$ cat src/hw/rtl/i2crm_pkg.sv
package i2crm_pkg;

	// bus event codes; six and seven are unused
	typedef enum logic [2:0] {
		FN_WR_START = 3'd0,
		FN_RD_START = 3'd1,
		FN_BYTE     = 3'd2,
		FN_TX_REQ   = 3'd3,
		FN_STOP     = 3'd4,
		FN_LOCAL_RD = 3'd5
	} func_t;

	// transfer mode of the bus side
	typedef enum logic [2:0] {
		MD_WAIT     = 3'd0,
		MD_GET_PTR  = 3'd1,
		MD_GET_DATA = 3'd2,
		MD_SEND     = 3'd3,
		MD_DROP     = 3'd4
	} mode_t;

	typedef enum logic {
		ST_IDLE = 1'b0,
		ST_LOOK = 1'b1
	} ctrl_state_t;

	// commands from controller to datapath
	typedef struct packed {
		logic take;    // word accepted this cycle
		logic finish;  // load result register this cycle
	} ctrl_cmd_t;

	localparam int unsigned BYTE_W = 8;
	localparam int unsigned FUNC_W = 3;

endpackage

$ cat src/hw/rtl/i2crm_req_if.sv
interface i2crm_req_if import i2crm_pkg::*; ();
	logic                valid;
	logic                ready;
	logic [FUNC_W-1:0]   func;
	logic [BYTE_W-1:0]   byte_in;
	logic [BYTE_W-1:0]   local_index;

	modport source (output valid, output func, output byte_in, output local_index,
		input ready);
	modport sink (input valid, input func, input byte_in, input local_index,
		output ready);
endinterface

$ cat src/hw/rtl/i2crm_rsp_if.sv
interface i2crm_rsp_if import i2crm_pkg::*; ();
	logic                valid;
	logic                ready;
	logic [BYTE_W-1:0]   data_out;
	logic                byte_stored;
	logic                dropping;

	modport source (output valid, output data_out, output byte_stored, output dropping,
		input ready);
	modport sink (input valid, input data_out, input byte_stored, input dropping,
		output ready);
endinterface

$ cat src/hw/rtl/i2crm_ram.sv
module i2crm_ram #(
	parameter int unsigned WIDTH = 8,
	parameter int unsigned DEPTH = 32,
	localparam int unsigned AW = (DEPTH > 1) ? $clog2(DEPTH) : 1
) (
	input  logic                  clk,
	input  logic                  we,
	input  logic [AW-1:0]         waddr,
	input  logic [WIDTH-1:0]      wdata,
	input  logic                  re,
	input  logic [AW-1:0]         raddr,
	output logic [WIDTH-1:0]      rdata
);
	logic [WIDTH-1:0] mem_q [DEPTH];
	logic [WIDTH-1:0] rdata_q;

	always_ff @(posedge clk) begin
		if (we) begin
			mem_q[waddr] <= wdata;
		end
		if (re) begin
			rdata_q <= mem_q[raddr];
		end
	end

	assign rdata = rdata_q;
endmodule

$ cat src/hw/rtl/i2crm_ctrl.sv
module i2crm_ctrl import i2crm_pkg::*; (
	input  logic      clk,
	input  logic      arst_n,
	input  logic      req_valid,
	output logic      req_ready,
	input  logic      rsp_ready,
	output logic      rsp_valid,
	output ctrl_cmd_t cmd
);
	ctrl_state_t state_q, state_d;
	logic        rsp_valid_q, rsp_valid_d;

	// outputs
	always_comb begin
		req_ready  = (state_q == ST_IDLE) && (!rsp_valid_q || rsp_ready);
		cmd.take   = req_ready && req_valid;
		cmd.finish = (state_q == ST_LOOK);
	end

	// next state
	always_comb begin
		unique case (state_q)
			ST_IDLE: begin
				state_d = cmd.take ? ST_LOOK : ST_IDLE;
			end
			ST_LOOK: begin
				state_d = ST_IDLE;
			end
			default: begin
				state_d = ST_IDLE;
			end
		endcase
	end

	always_comb begin
		rsp_valid_d = rsp_valid_q;
		if (cmd.finish) begin
			rsp_valid_d = 1'b1;
		end else if (rsp_ready) begin
			rsp_valid_d = 1'b0;
		end
	end

	always_ff @(posedge clk or negedge arst_n) begin
		if (!arst_n) begin
			state_q     <= ST_IDLE;
			rsp_valid_q <= 1'b0;
		end else begin
			state_q     <= state_d;
			rsp_valid_q <= rsp_valid_d;
		end
	end

	assign rsp_valid = rsp_valid_q;
endmodule

$ cat src/hw/rtl/i2crm_datapath.sv
module i2crm_datapath import i2crm_pkg::*; #(
	parameter int unsigned MAP_BYTES = 32
) (
	input  logic               clk,
	input  logic               arst_n,
	input  ctrl_cmd_t          cmd,
	input  logic [FUNC_W-1:0]  func,
	input  logic [BYTE_W-1:0]  byte_in,
	input  logic [BYTE_W-1:0]  local_index,
	output logic [BYTE_W-1:0]  data_out,
	output logic               byte_stored,
	output logic               dropping
);
	localparam int unsigned AW = (MAP_BYTES > 1) ? $clog2(MAP_BYTES) : 1;
	localparam logic [BYTE_W-1:0] MAP_LIM = BYTE_W'(MAP_BYTES);

	mode_t              mode_q, mode_d;
	logic [BYTE_W-1:0]  wptr_q, wptr_d;
	logic [BYTE_W-1:0]  rdidx_q, rdidx_d;
	logic [BYTE_W-1:0]  wptr_inc;
	logic [MAP_BYTES-1:0] written_q;

	logic               do_write, do_read, hit;
	logic [BYTE_W-1:0]  raddr;
	logic               hit_s1, stored_s1, drop_s1;
	logic [BYTE_W-1:0]  ram_rdata;
	logic [BYTE_W-1:0]  data_out_q;
	logic               byte_stored_q, dropping_q;

	assign wptr_inc = wptr_q + 8'd1;

	// event decode
	always_comb begin
		mode_d   = mode_q;
		wptr_d   = wptr_q;
		rdidx_d  = rdidx_q;
		do_write = 1'b0;
		do_read  = 1'b0;
		raddr    = local_index;
		unique case (func_t'(func))
			FN_WR_START: begin
				mode_d = MD_GET_PTR;
			end
			FN_RD_START: begin
				mode_d  = MD_SEND;
				rdidx_d = '0;
			end
			FN_BYTE: begin
				if (mode_q == MD_GET_PTR) begin
					wptr_d = byte_in;
					mode_d = (byte_in >= MAP_LIM) ? MD_DROP : MD_GET_DATA;
				end else if (mode_q == MD_GET_DATA) begin
					do_write = (wptr_q < MAP_LIM);
					wptr_d   = wptr_inc;
					mode_d   = (wptr_inc >= MAP_LIM) ? MD_DROP : MD_GET_DATA;
				end
			end
			FN_TX_REQ: begin
				if (mode_q == MD_SEND) begin
					do_read = 1'b1;
					raddr   = rdidx_q;
					if (rdidx_q < MAP_LIM) begin
						rdidx_d = rdidx_q + 8'd1;
					end
				end
			end
			FN_STOP: begin
				mode_d = MD_DROP;
			end
			FN_LOCAL_RD: begin
				do_read = 1'b1;
			end
			default: begin
			end
		endcase
	end

	// never-written entries read as zero
	assign hit = do_read && (raddr < MAP_LIM) && written_q[raddr[AW-1:0]];

	i2crm_ram #(
		.WIDTH (BYTE_W),
		.DEPTH (MAP_BYTES)
	) u_map (
		.clk   (clk),
		.we    (cmd.take && do_write),
		.waddr (wptr_q[AW-1:0]),
		.wdata (byte_in),
		.re    (cmd.take && do_read),
		.raddr (raddr[AW-1:0]),
		.rdata (ram_rdata)
	);

	always_ff @(posedge clk or negedge arst_n) begin
		if (!arst_n) begin
			mode_q    <= MD_WAIT;
			wptr_q    <= '0;
			rdidx_q   <= '0;
			written_q <= '0;
		end else if (cmd.take) begin
			mode_q  <= mode_d;
			wptr_q  <= wptr_d;
			rdidx_q <= rdidx_d;
			if (do_write) begin
				written_q[wptr_q[AW-1:0]] <= 1'b1;
			end
		end
	end

	always_ff @(posedge clk) begin
		if (cmd.take) begin
			hit_s1    <= hit;
			stored_s1 <= do_write;
			drop_s1   <= (mode_d == MD_DROP);
		end
		if (cmd.finish) begin
			data_out_q    <= hit_s1 ? ram_rdata : '0;
			byte_stored_q <= stored_s1;
			dropping_q    <= drop_s1;
		end
	end

	assign data_out    = data_out_q;
	assign byte_stored = byte_stored_q;
	assign dropping    = dropping_q;
endmodule

$ cat src/hw/rtl/i2c_target_register_map_unit.sv
// result path: the request word is accepted, the map ram read and the stage flags are registered,
//   then the controller's look state loads the result register and raises the result valid
// requests are not taken back to back, set by the two-state controller loop (accept, then load result)
// a new request is taken while the previous result is being handed off
// reset: arst_n asynchronous, active low; mode to waiting, pointers to zero,
//   all map bytes read as zero until written
module i2c_target_register_map_unit import i2crm_pkg::*; #(
	parameter int unsigned MAP_BYTES = 32
) (
	input  logic        clk,
	input  logic        arst_n,
	i2crm_req_if.sink   req,
	i2crm_rsp_if.source rsp
);
	ctrl_cmd_t cmd;

	// controller: handshake and sequencing only
	i2crm_ctrl u_ctrl (
		.clk       (clk),
		.arst_n    (arst_n),
		.req_valid (req.valid),
		.req_ready (req.ready),
		.rsp_ready (rsp.ready),
		.rsp_valid (rsp.valid),
		.cmd       (cmd)
	);

	// datapath: mode, pointers, map storage and result register
	i2crm_datapath #(
		.MAP_BYTES (MAP_BYTES)
	) u_dp (
		.clk         (clk),
		.arst_n      (arst_n),
		.cmd         (cmd),
		.func        (req.func),
		.byte_in     (req.byte_in),
		.local_index (req.local_index),
		.data_out    (rsp.data_out),
		.byte_stored (rsp.byte_stored),
		.dropping    (rsp.dropping)
	);
endmodule

$ cat src/flat_wrapper.sv
// flat-port wrapper written by rule: the top's interface ports become plain ports
module i2c_target_register_map_unit_flat import i2crm_pkg::*;
#(
	parameter int unsigned MAP_BYTES = 32
)
  (clk, arst_n, req_valid, req_func, req_byte_in, req_local_index, req_ready, rsp_valid, rsp_data_out, rsp_byte_stored, rsp_dropping, rsp_ready);
  i2crm_req_if req_i ();
  i2crm_rsp_if rsp_i ();
  input  logic clk;
  input  logic arst_n;
  input wire logic [$bits(req_i.valid)-1:0] req_valid;
  input wire logic [$bits(req_i.func)-1:0] req_func;
  input wire logic [$bits(req_i.byte_in)-1:0] req_byte_in;
  input wire logic [$bits(req_i.local_index)-1:0] req_local_index;
  output wire logic [$bits(req_i.ready)-1:0] req_ready;
  output wire logic [$bits(rsp_i.valid)-1:0] rsp_valid;
  output wire logic [$bits(rsp_i.data_out)-1:0] rsp_data_out;
  output wire logic [$bits(rsp_i.byte_stored)-1:0] rsp_byte_stored;
  output wire logic [$bits(rsp_i.dropping)-1:0] rsp_dropping;
  input wire logic [$bits(rsp_i.ready)-1:0] rsp_ready;
  assign req_i.valid = req_valid;
  assign req_i.func = req_func;
  assign req_i.byte_in = req_byte_in;
  assign req_i.local_index = req_local_index;
  assign req_ready = req_i.ready;
  assign rsp_valid = rsp_i.valid;
  assign rsp_data_out = rsp_i.data_out;
  assign rsp_byte_stored = rsp_i.byte_stored;
  assign rsp_dropping = rsp_i.dropping;
  assign rsp_i.ready = rsp_ready;
  i2c_target_register_map_unit #(.MAP_BYTES(MAP_BYTES)) u_core (.clk(clk), .arst_n(arst_n), .req(req_i), .rsp(rsp_i));
endmodule
$ cat config.mk
export PLATFORM = sky130hd
export DESIGN_NAME = i2c_target_register_map_unit_flat
export DESIGN_NICKNAME = d
export VERILOG_FILES = /design/src/hw/rtl/i2crm_pkg.sv /design/src/hw/rtl/i2crm_req_if.sv /design/src/hw/rtl/i2crm_rsp_if.sv /design/src/hw/rtl/i2crm_ram.sv /design/src/hw/rtl/i2crm_ctrl.sv /design/src/hw/rtl/i2crm_datapath.sv /design/src/hw/rtl/i2c_target_register_map_unit.sv /design/src/flat_wrapper.sv
export SDC_FILE = /design/constraint.sdc
export NUM_CORES = 1
export LEC_CHECK = 0
export BUFFER_PORTS_ARGS = -buffer_cell sky130_fd_sc_hd__buf_2
export CORE_AREA = 2 2 188 190
export CTS_CLUSTER_DIAMETER = 50
export DETAILED_ROUTE_END_ITERATION = 7
export DIE_AREA = 0 0 190 192
export PLACE_DENSITY = 0.63
export REMOVE_ABC_BUFFERS = 1
export SYNTH_ARGS = -nofsm -noshare
export SYNTH_HDL_FRONTEND = slang
export SYNTH_SLANG_ARGS = --single-unit
$ cat constraint.sdc
create_clock -name clk -period 4.1 [get_ports clk]
set_input_delay 0.205 -clock clk [delete_from_list [all_inputs] [get_ports clk]]
set_output_delay 0.205 -clock clk [all_outputs]
set_load 0.005 [all_outputs]
==> Word-level counts from Yosys, hierarchy flattened <==
Memories as Yosys holds them, arrays and structs flattened. A register that Yosys moved wholly into a read port is not among the register bits.
Cells that the tools add are included.
{ "op_classes": {"magnitude_cmp": 8, "add_sub_neg": 2, "mux": 27, "n_mul": 0, "n_eq_ne": 11, "div_mod_pow": 0, "n_reduce_logical": 16, "bitwise": 2, "n_shift": 0} }
{ "ops": {"columns": ["op", "n"], "rows": [
  ["$mux 8", 6],
  ["$or 32x32->32", 1],
  ["$lt 8x6->1 const B", 3],
  ["$add 8x1->8 const B", 2],
  ["$ge 8x6->1 const B", 2],
  ["$pmux 8 s2", 1],
  ["$eq 3x2->1 const B", 4],
  ["$lt 5x6->1 const B", 2],
  ["$mux 3", 4],
  ["$pmux 3 s4", 1],
  ["$mux 1", 11],
  ["$eq 3x3->1 const B", 3],
  ["$logic_and 1x1->1", 7],
  ["$eq 3x1->1 const B", 2],
  ["$reduce_bool 2->1", 3],
  ["$bmux 1 s5", 1],
  ["$demux 1 s5", 1],
  ["$ge 5x1->1 const B", 1],
  ["$ne 2x2->1 const B", 2],
  ["$pmux 1 s2", 2],
  ["$reduce_and 4->1", 1],
  ["$logic_not 3->1", 1],
  ["$reduce_and 3->1", 1],
  ["$reduce_and 2->1", 1],
  ["other kinds (3)", 3]
]} }
{ "totals": {"in_bits": 23, "mem_bits_ro": 0, "reg_bits": 66, "latchBits": 0, "out_inout_bits": 12, "memories": 1, "mem_bits_rw": 256, "wordCells": 79} }
{ "memory_table": {"columns": ["memory", "depth", "word_bits", "read_ports", "rd_clocked_by_memory_dff", "wr", "line_no", "rtl"], "rows": [
  ["u_core.u_dp.u_map.mem_q", 32, 8, 1, 1, 1, "i2crm_ram.sv:14", "logic [WIDTH-1:0] mem_q [DEPTH];"]
]} }

==> Longest topological paths before layout <==
Gate-level depths: netlist of run 1.
{ "logic_depth": {"depth_word": 7, "ltp_mapped": 12, "depth_no_buf": 7} }

==> Cells and area by module <==
Synthesis of run 1 repeated with hierarchy kept, for this count alone.
{ "unflattened": {"cells_unflattened": 768, "area_unflattened_um2": 13640.6} }
{ "by_module_without_submodules": {"columns": ["mod", "seq_area_each_um2", "cells_per_inst", "area_each_um2", "instances"], "rows": [
  ["i2crm_ram", 7927.6, 417, 10133.5, 1],
  ["i2crm_datapath", 1666.6, 343, 3410.8, 1],
  ["i2crm_ctrl", 50.0, 8, 96.3, 1]
]} }

==> Worst setup path before layout of run 1 <==
No wires, ideal clock.
{ "synth_path": {"path_kind": "reg-to-reg", "start": "register u_core.u_dp.mode_q[2]", "end": "register u_core.u_dp.u_map.rdata_q[5] (netlist: u_core.u_dp.u_map.rdata[5]) (read register of u_core.u_dp.u_map.mem_q) (data pin)", "t_arrival_ns": 2.434, "path_stages_with_launch": 10, "setup_ns": 0.265, "synth_period_minus_slack_ns": 2.700, "slack_ns": 1.400, "path_buffers": 2, "required_time_ns": 3.835, "path_cell_list": "dfrtp_1 > nand3b_1 > o21ai_2 > and2_4 > buf_6 > buf_4 > mux4_2 > a22oi_1 > nand2_1 > or3_1"} }
{ "synth_via": {"elab_chain_len": 4, "elab_cells_between_ends": 6, "classes_between": "1 x eq/ne; 4 x mux; 1 x reduce/logical"} }
{ "synth_rtl": {"columns": ["element", "line_no", "rtl"], "rows": [
  ["start, declared", "i2crm_datapath.sv:17", "mode_t mode_q, mode_d;"],
  ["start signal, assigned", "i2crm_datapath.sv:101", "mode_q <= mode_d;"],
  ["$eq 3x2->1 *", "i2crm_datapath.sv:59", "if (mode_q == MD_SEND) begin"],
  ["$mux 1", "i2crm_datapath.sv:59", null],
  ["$pmux 1 s2", "i2crm_datapath.sv:40", "unique case (func_t'(func))"],
  ["$logic_and 1x1->1", "i2crm_datapath.sv:89", ".re (cmd.take && do_read),"],
  ["end, declared", "i2crm_ram.sv:15", "logic [WIDTH-1:0] rdata_q;"]
]} }
Mark *: on every way between the ends. The rest lies on a longest branch, timed or not.
A chain may end at the register's enable or synchronous reset.

==> Worst setup path after layout of run 1 <==
{ "layout_path": {"start": "register u_core.u_dp.mode_q[2]", "end": "register u_core.u_dp.u_map.rdata_q[0] (netlist: u_core.u_dp.u_map.rdata[0]) (read register of u_core.u_dp.u_map.mem_q) (data pin)"} }
Same word-level chain as after synthesis.

==> metrics.csv, run 1 <==
stage,metric,value,unit
status,run status,finished clean,
sta,"Period Utilization, post-route",80.3,%
global_route,maximum number of pins on one net before global-route repair,54,
job,reported max-cap violation count,0,
sta,RSZ-0062 raised after global routing,no,
sta,highest clock frequency the design can meet,304,MHz
clock_network,buffer depth of the longest clock path,3,
clock_network,clock tree from TritonCTS,built,
placement,final weighted congestion in routability-driven placement,0.802,
placement,number of port buffers,34,
global_route,wire length of the first global-routing pass,51400,um
routing,wire length per cell,23.3,um
finish,cell area after layout,15700,sq um
worst_hold_path,worst min-delay path category,primary input to flip-flop,
pwr,largest vdd supply drop,268,uV
setup_path,data required time of the worst path,4.37,ns
setup_path,capturing element type of the critical path,flip-flop,
pwr,cell area power density,482,nW/um^2
clock_network,number of levels in the clock H-tree,2,
global_route,global route overflow,0,
routing,DRC violation count after routing,0,
placement,placed wire-length estimate,21100,um
finish,most frequent standard cell in the layout excluding fill and tap cells,edfxtp_1,
routing,first-iteration detailed-routing DRC count,763,
floorplan,y dimension of the die,192,um
setup_path,highest cell delay on the worst timing path,0.60,ns
setup_path,crit path max-delay cell type,nand2_2,
floorplan,initial cell density of the core,39.7,%
yosys,Post-Synthesis Cell Area,13600,sq um
sta,Final WS setup,0.807,ns
floorplan,core region area,34300,sq um
finish,n_diodes,0,
routing,vias after detailed routing,8085,
setup_path,maximum fanout count along the critical path,35,
routing,first-pass iteration count of the detailed router,5,
setup_path,type of element launching the critical path,flip-flop,
sta,transition time at the pin with the least slew margin,1.10,ns
global_route,number of global-route vias before repair,8105,
floorplan,floorplan die area,36500,sq um
sta,Final Hold Fails,0,
clock_network,Root Driver,clkbuf_16,
clock_network,clk slew on worst S/H paths,0.06,ns
clock_network,clock buffers created by TritonCTS,38,
clock_network,number of buffers added for setup after CTS,0,
finish,post-synthesis to final-layout area growth,15.3,%
finish,net count reported at finish,989,
yosys,"EDFF count, synth",277,
finish,number of inserted filler cells in the final layout,2917,
placement,post-placement worst setup slack,0.788,ns
global_route,number of antenna violations at the first check in global routing,2,
routing,detailed-route wire length,33600,um
sta,total negative slack,0,ns
yosys,fraction of the yosys area taken by sequential cells,70.8,%
sta,relative slew slack,26.4,%
floorplan,Horiz. Die Dim,190,um
sta,post-route clock skew,0.0238,ns
global_route,GRT Overall Usage,19.0,%
setup_path,Top delay family on crit path,simple AND/OR/NAND/NOR gates,
setup_path,type of the worst setup path,flip-flop to flip-flop,
routing,via-per-instance ratio,5.60,
finish,share of final-layout standard cells stronger than drive strength 1,21.7,%
yosys,fraction of registers with async set/reset,16.1,%
yosys,leading register cell type out of synthesis,edfxtp_1,
yosys,flip-flop and latch count after synthesis,330,
yosys,count of yosys warnings during synthesis,0,
setup_path,data arrival time of the critical path,3.57,ns
setup_path,cell breakdown of the critical path,and3b_1 -> nand3_1 -> nand2_2 -> buf_12 -> mux4_2 -> a22oi_1 -> nand2_1 -> or3_1,
routing,Post-DRT Antenna Nets,0,
yosys,synthesized area per cell,15.3,sq um
yosys,count of mapped cells out of synthesis,893,
floorplan,number of placed I/O pins,35,
finish,most frequent cells in the layout,"edfxtp_1, nand2_1, nor2_1",
sta,final setup fails,0,
clock_network,clock net sink count,330,
yosys,post-synthesis cell type count,58,
setup_path,"Buf+Inv Stages, Crit Path",1,
clock_network,Worst-Skew Late Latency,0.53,ns
placement,placed instance area,14500,sq um
pwr,static power due to leakage,5.70,nW
floorplan,std cell rows,68,
sta,shortest period the worst path allows,3.29,ns
sta,"Slew Viols, Final",0,
==> stage by stage <==
stage	total power, mW	utilization (%)	std cells	hold slack, ns
final	7.56	45.8	1445	0.127
after global routing	7.81	45.8	1445	0.164
after CTS	7.62	45.8	1445	0.101
after detailed placement	4.38	42.2	1374	0.381
after global placement	4.37	42.2	1374	0.370
after floorplan	4.14	-	849	-0.0906
==> state kept, by name, indices dropped and copies added (netlist names), 3 cells and up <==
signal	flops
u_core.u_dp.u_map.rdata	8
u_core.u_dp.mode_q	3
u_core.u_dp.data_out	8
u_core.u_dp.rdidx_q	8
u_core.u_dp.written_q	32
u_core.u_dp.wptr_q	8
u_core.u_dp.u_map.mem_q	256
==> cell type report <==
cell class / instances / area (sq um) / area share [%]
sequential: 330 / 9640 / 61.4
timing repair buffer: 72 / 510 / 3.25
inverter: 16 / 60.1 / 0.382
multi-input combinational: 503 / 3720 / 23.7
clock inverter: 19 / 196 / 1.25
clock buffer: 50 / 1010 / 6.41
tap: 455 / 569 / 3.63
==> power breakdown <==
part           switching (mW)  leakage [nW]  total [mW]  internal [mW]
Combinational           0.345          1.91       0.547          0.203
Clock                    1.31         0.589        3.25           1.93
Sequential             0.0732          3.20        3.77           3.69
Total                    1.73          5.70        7.56           5.83
==> worst paths after layout <==
path,endpoint,depth (start not counted),start,slack (ns)
worst max-delay path,u_core.u_dp.u_map.rdata[0],8,u_core.u_dp.mode_q[2],0.81
worst min-delay path,u_core.u_dp.mode_q[2],3,req_func[2],0.13
worst max register to register,u_core.u_dp.u_map.rdata[0],8,u_core.u_dp.mode_q[2],0.81
worst min register to register,u_core.u_dp.dropping,0,u_core.u_dp.drop_s1,0.43
max in group asynchronous,u_core.u_dp.rdidx_q[3],3,arst_n,3.27
min in group asynchronous,u_core.u_ctrl.rsp_valid,3,arst_n,0.34
==> logic make-up after synthesis <==
logic type	Yosys count	synth area share, %
multiplexers	60	7.63
adder cells (fa/ha/maj)	5	0.459
AO/OA/AOI/OAI	169	8.67
flip-flops	330	70.8
buffers and inverters	60	2.13
AND/OR/NAND/NOR	266	10.1
XOR/XNOR	3	0.193
==> routing by layer <==
layer / track usage, % / vias to the layer above / wire [um]
met5: 0 / - / 13
met4: 5.49 / 2 / 681
met3: 3.18 / 44 / 2040
met2: 31.4 / 288 / 16400
met1: 26.0 / 4133 / 14500
li1: - / 3618 / -
==> worst register-to-register path, cell delays in order, from the launching register on <==
cell,delay (ns)
dfrtp_1,0.41
and3b_1,0.39
nand3_1,0.26
nand2_2,0.60
buf_12,0.31
mux4_2,0.37
a22oi_1,0.22
nand2_1,0.16
or3_1,0.34
==> synth_stat cells (2+ instances only) <==
| master | number | area [sq um] |
|---|---|---|
| o22ai_1 | 11 | 68.8 |
| o21ai_0 | 19 | 95.1 |
| a22oi_1 | 19 | 143 |
| xor2_1 | 2 | 17.5 |
| a21o_1 | 2 | 15.0 |
| nand4_1 | 3 | 18.8 |
| inv_1 | 16 | 60.1 |
| mux2i_1 | 24 | 240 |
| or3b_2 | 2 | 17.5 |
| and4_1 | 3 | 26.3 |
| a21oi_1 | 30 | 150 |
| and2_1 | 10 | 62.6 |
| or2_2 | 28 | 175 |
| nand2_1 | 64 | 240 |
| nor3_1 | 16 | 80.1 |
| nor2_1 | 55 | 206 |
| a211o_1 | 19 | 166 |
| o21a_1 | 2 | 15.0 |
| buf_2 | 7 | 35.0 |
| buf_6 | 7 | 78.8 |
| ha_1 | 5 | 62.6 |
| dfrtp_1 | 53 | 1330 |
| and3b_1 | 3 | 26.3 |
| nor2b_1 | 2 | 12.5 |
| a31oi_1 | 3 | 18.8 |
| mux4_2 | 35 | 788 |
| a211oi_1 | 34 | 255 |
| nand3_1 | 12 | 60.1 |
| and3_1 | 37 | 231 |
| o211ai_1 | 3 | 22.5 |
| edfxtp_1 | 277 | 8320 |
| or3_1 | 12 | 75.1 |
| nand2b_1 | 5 | 31.3 |
| clkbuf_1 | 28 | 105 |
| nand3b_1 | 7 | 52.6 |
| a31o_2 | 16 | 140 |
==> timing repair <==
action | in CTS | in global routing
hold endpoints to repair | 54 | 0
resized for setup | 0 | 0
hold buffers | 2 | 0
endpoints found under the setup margin | 0 | 0
(Power assumes the default switching activity.)
==> run 2, diff against run 1 <==
Settings changed: PLACE_DENSITY 0.63 to 0.65.
Clock period 4.1 ns to 2.7 ns, I/O delays scaled along.
==> run 2 against run 1 <==
Utilization up 1.8 points. Routed wire length increased by 0.94%. Clock power grew 48%. Fmax rose by 26%. Critical path depth is the same. Count of clock-buffer cells in the layout fell by 1. Register-to-register slack got worse by 0.71 ns. Combinational power rose by 86%. Largest power group unchanged. Highest routed layer is now met4.
==> metrics.csv, run 2 (synthesis results as in run 1) <==
stage,metric,value,unit,change
sta,relative slew slack,46.0,%,+20 points
clock_network,Root Driver,clkbuf_16,,
routing,vias after detailed routing,8363,,+3.4%
pwr,cell area power density,706,nW/um^2,+47%
sta,"Period Utilization, post-route",96.5,%,+16 points
setup_path,Reg2Reg Launch Point,u_core.u_dp.mode_q[0],,
global_route,global route overflow,0,,unchanged
job,reported max-cap violation count,0,,unchanged
global_route,number of antenna violations at the first check in global routing,1,,-1
clock_network,clock buffers created by TritonCTS,36,,-5.3%
setup_path,type of element launching the critical path,flip-flop,,
placement,number of port buffers,34,,unchanged
finish,post-synthesis to final-layout area growth,19.7,%,
clock_network,number of buffers added for setup after CTS,0,,unchanged
floorplan,floorplan die area,36500,sq um,unchanged
routing,first-iteration detailed-routing DRC count,727,,-4.7%
floorplan,core region area,34300,sq um,unchanged
routing,DRC violation count after routing,0,,unchanged
routing,wire length per cell,22.5,um,-3.3%
sta,transition time at the pin with the least slew margin,0.810,ns,-0.294 ns
clock_network,Worst-Skew Late Latency,0.53,ns,about the same
clock_network,clock tree from TritonCTS,built,,
setup_path,data arrival time of the critical path,2.87,ns,-0.70 ns
floorplan,Horiz. Die Dim,190,um,unchanged
setup_path,data required time of the worst path,2.97,ns,-1.40 ns
routing,via-per-instance ratio,5.54,,-0.95%
sta,total negative slack,0,ns,unchanged
floorplan,initial cell density of the core,39.7,%,unchanged
clock_network,number of levels in the clock H-tree,2,,unchanged
sta,"Slew Viols, Final",0,,unchanged
pwr,internal power component,8.88,mW,+52%
sta,highest clock frequency the design can meet,384,MHz,+26%
finish,register containing the most flip-flops in the final layout,u_core.u_dp.u_map.mem_q,,
setup_path,cells on worst reg2reg path,8,,unchanged
worst_hold_path,hold path depth,3,,unchanged
setup_path,slack of the worst reg-to-reg path,0.1,ns,-0.71 ns
clock_network,clock net sink count,330,,unchanged
pwr,static power due to leakage,6.04,nW,+6.0%
finish,biggest registers after layout,"u_core.u_dp.u_map.mem_q x256, u_core.u_dp.written_q x32",,
routing,first-pass iteration count of the detailed router,5,,unchanged
placement,placed insts,1440,,+4.8%
pwr,relative contribution of the clock network to total power,41.8,%,-1.1 points
finish,share of final-layout standard cells stronger than drive strength 1,27.4,%,+5.7 points
pwr,Sw Ratio,22.8,%,-0.043 points
sta,final setup fails,0,,unchanged
clock_network,clk slew on worst S/H paths,0.06,ns,about the same
setup_path,RR Endpoint,u_core.u_dp.hit_s1,,
global_route,GRT Overall Usage,18.7,%,-0.32 points
placement,placed wire-length estimate,21800,um,+3.7%
sta,post-route clock skew,0.0311,ns,+0.00735 ns
routing,Post-DRT Antenna Nets,0,,unchanged
floorplan,number of placed I/O pins,35,,unchanged
finish,end-of-flow core utilization,47.6,%,+1.8 points
finish,max FFs per register,256,,unchanged
setup_path,maximum fanout count along the critical path,29,,-17%
global_route,maximum number of pins on one net before global-route repair,54,,unchanged
finish,count of non-filler cells in the finished layout,1509,,+4.4%
clock_network,buffer depth of the longest clock path,3,,unchanged
finish,most frequent standard cell in the layout excluding fill and tap cells,edfxtp_1,,
sta,shortest period the worst path allows,2.60,ns,-0.688 ns
worst_hold_path,worst min-delay path category,primary input to flip-flop,,
sta,Final Hold Fails,0,,unchanged
placement,final weighted congestion in routability-driven placement,0.840,,+4.7%
pwr,largest vdd supply drop,377,uV,+40%
finish,n_diodes,0,,unchanged
pwr,switching power,2.63,mW,+52%
finish,most frequent cells in the layout,"edfxtp_1, buf_4, nand2_1",,
floorplan,y dimension of the die,192,um,unchanged
routing,detailed-route wire length,33900,um,+0.94%
worst_hold_path,launch point of the worst hold path,req_func[0],,
pwr,combinational share of power,8.9,%,+1.7 points
global_route,wire length of the first global-routing pass,50500,um,-1.7%
pwr,sequential cell fraction of total power,49.3,%,-0.5 points
setup_path,type of the worst setup path,flip-flop to flip-flop,,
global_route,number of global-route vias before repair,8073,,-0.39%
status,run status,finished clean,,
floorplan,std cell rows,68,,unchanged
worst_hold_path,WHS Endpoint,u_core.u_dp.stored_s1,,
setup_path,capturing element type of the critical path,flip-flop,,
finish,net count reported at finish,1054,,+6.6%
[run 2: changes by cell type in the layout (fill, tap and decap cells not counted), moves of 3 or more]
cell	delta
clkbuf_1	-3
a211oi_2	+3
buf_4	+60
a22oi_2	+5
clkinv_1	+3
a211oi_1	-3
buf_12	+5
clkinv_2	-3
a22oi_1	-5
[run 2: power groups by stage]
stage / Clock [mW] / Sequential (mW) / Combinational (mW)
floorplan: 0 / 5.78 / 0.506
global placement: 0 / 5.78 / 0.981
detailed placement: 0 / 5.78 / 0.996
CTS: 4.87 / 5.68 / 1.00
global route: 5.06 / 5.69 / 1.11
finish: 4.81 / 5.68 / 1.02
[run 2: how the worst max path moves through the flow]
stage	start	to	slack, ns	cells after the start
3_5_place_dp	u_core.u_dp.mode_q[2]	u_core.u_dp.u_map.rdata[6]	-0.04	10
5_1_grt	u_core.u_dp.mode_q[2]	u_core.u_dp.hit_s1	-0.008	8
2_1_floorplan	u_core.u_dp.mode_q[2]	u_core.u_dp.u_map.rdata[1]	-0.81	7
6_report	u_core.u_dp.mode_q[0]	u_core.u_dp.hit_s1	0.1	8
3_3_place_gp	u_core.u_dp.mode_q[2]	u_core.u_dp.u_map.rdata[6]	-0.03	10
4_1_cts	u_core.u_dp.mode_q[2]	u_core.u_dp.hit_s1	0.003	8
[run 2: worst max-delay path, stage by stage, from the launching register on]
cell and delay, ns:
dfrtp_1 0.38, and3b_2 0.27, nand3_4 0.10, and2_4 0.26
buf_6 0.35, mux4_2 0.58, and4_1 0.21, a21oi_1 0.11
o211ai_1 0.10
[run 2: routing by layer]
layer	track usage [%]	vias to the layer above	share of wire [%]
met1	25.6	4284	43
met3	2.78	50	5.6
met2	31.4	283	49
li1	-	3746	-
met4	4.89	0	2.1
met5	0	-	0
[run 2: per-stage QoR]
step           power (mW)  hold slack [ns]  setup slack, ns  cell area (sq um)
4_1_cts              11.6           0.0870          0.00275              16200
3_3_place_gp         6.76            0.319          -0.0331              15000
5_1_grt              11.9            0.134         -0.00821              16300
3_5_place_dp         6.78            0.321          -0.0417              15000
2_1_floorplan        6.29           -0.161           -0.810              13400
6_report             11.5            0.105           0.0951              16300
[run 2: final cells by class]
type / count / area [sq um]
clock buffer: 49 / 1020
inverter: 16 / 60.1
multi-input combinational: 503 / 3770
tap: 455 / 569
fill: 2932 / 18000
clock inverter: 17 / 149
timing repair buffer: 139 / 1100
sequential: 330 / 9640
[run 2: what timing repair did]
action	CTS	global route
hold buffers	2	0
cloned	0	1
gates resized for setup	3	16
endpoints found under the setup margin	2	17
pin swaps	0	1
endpoints found under the hold margin	54	0
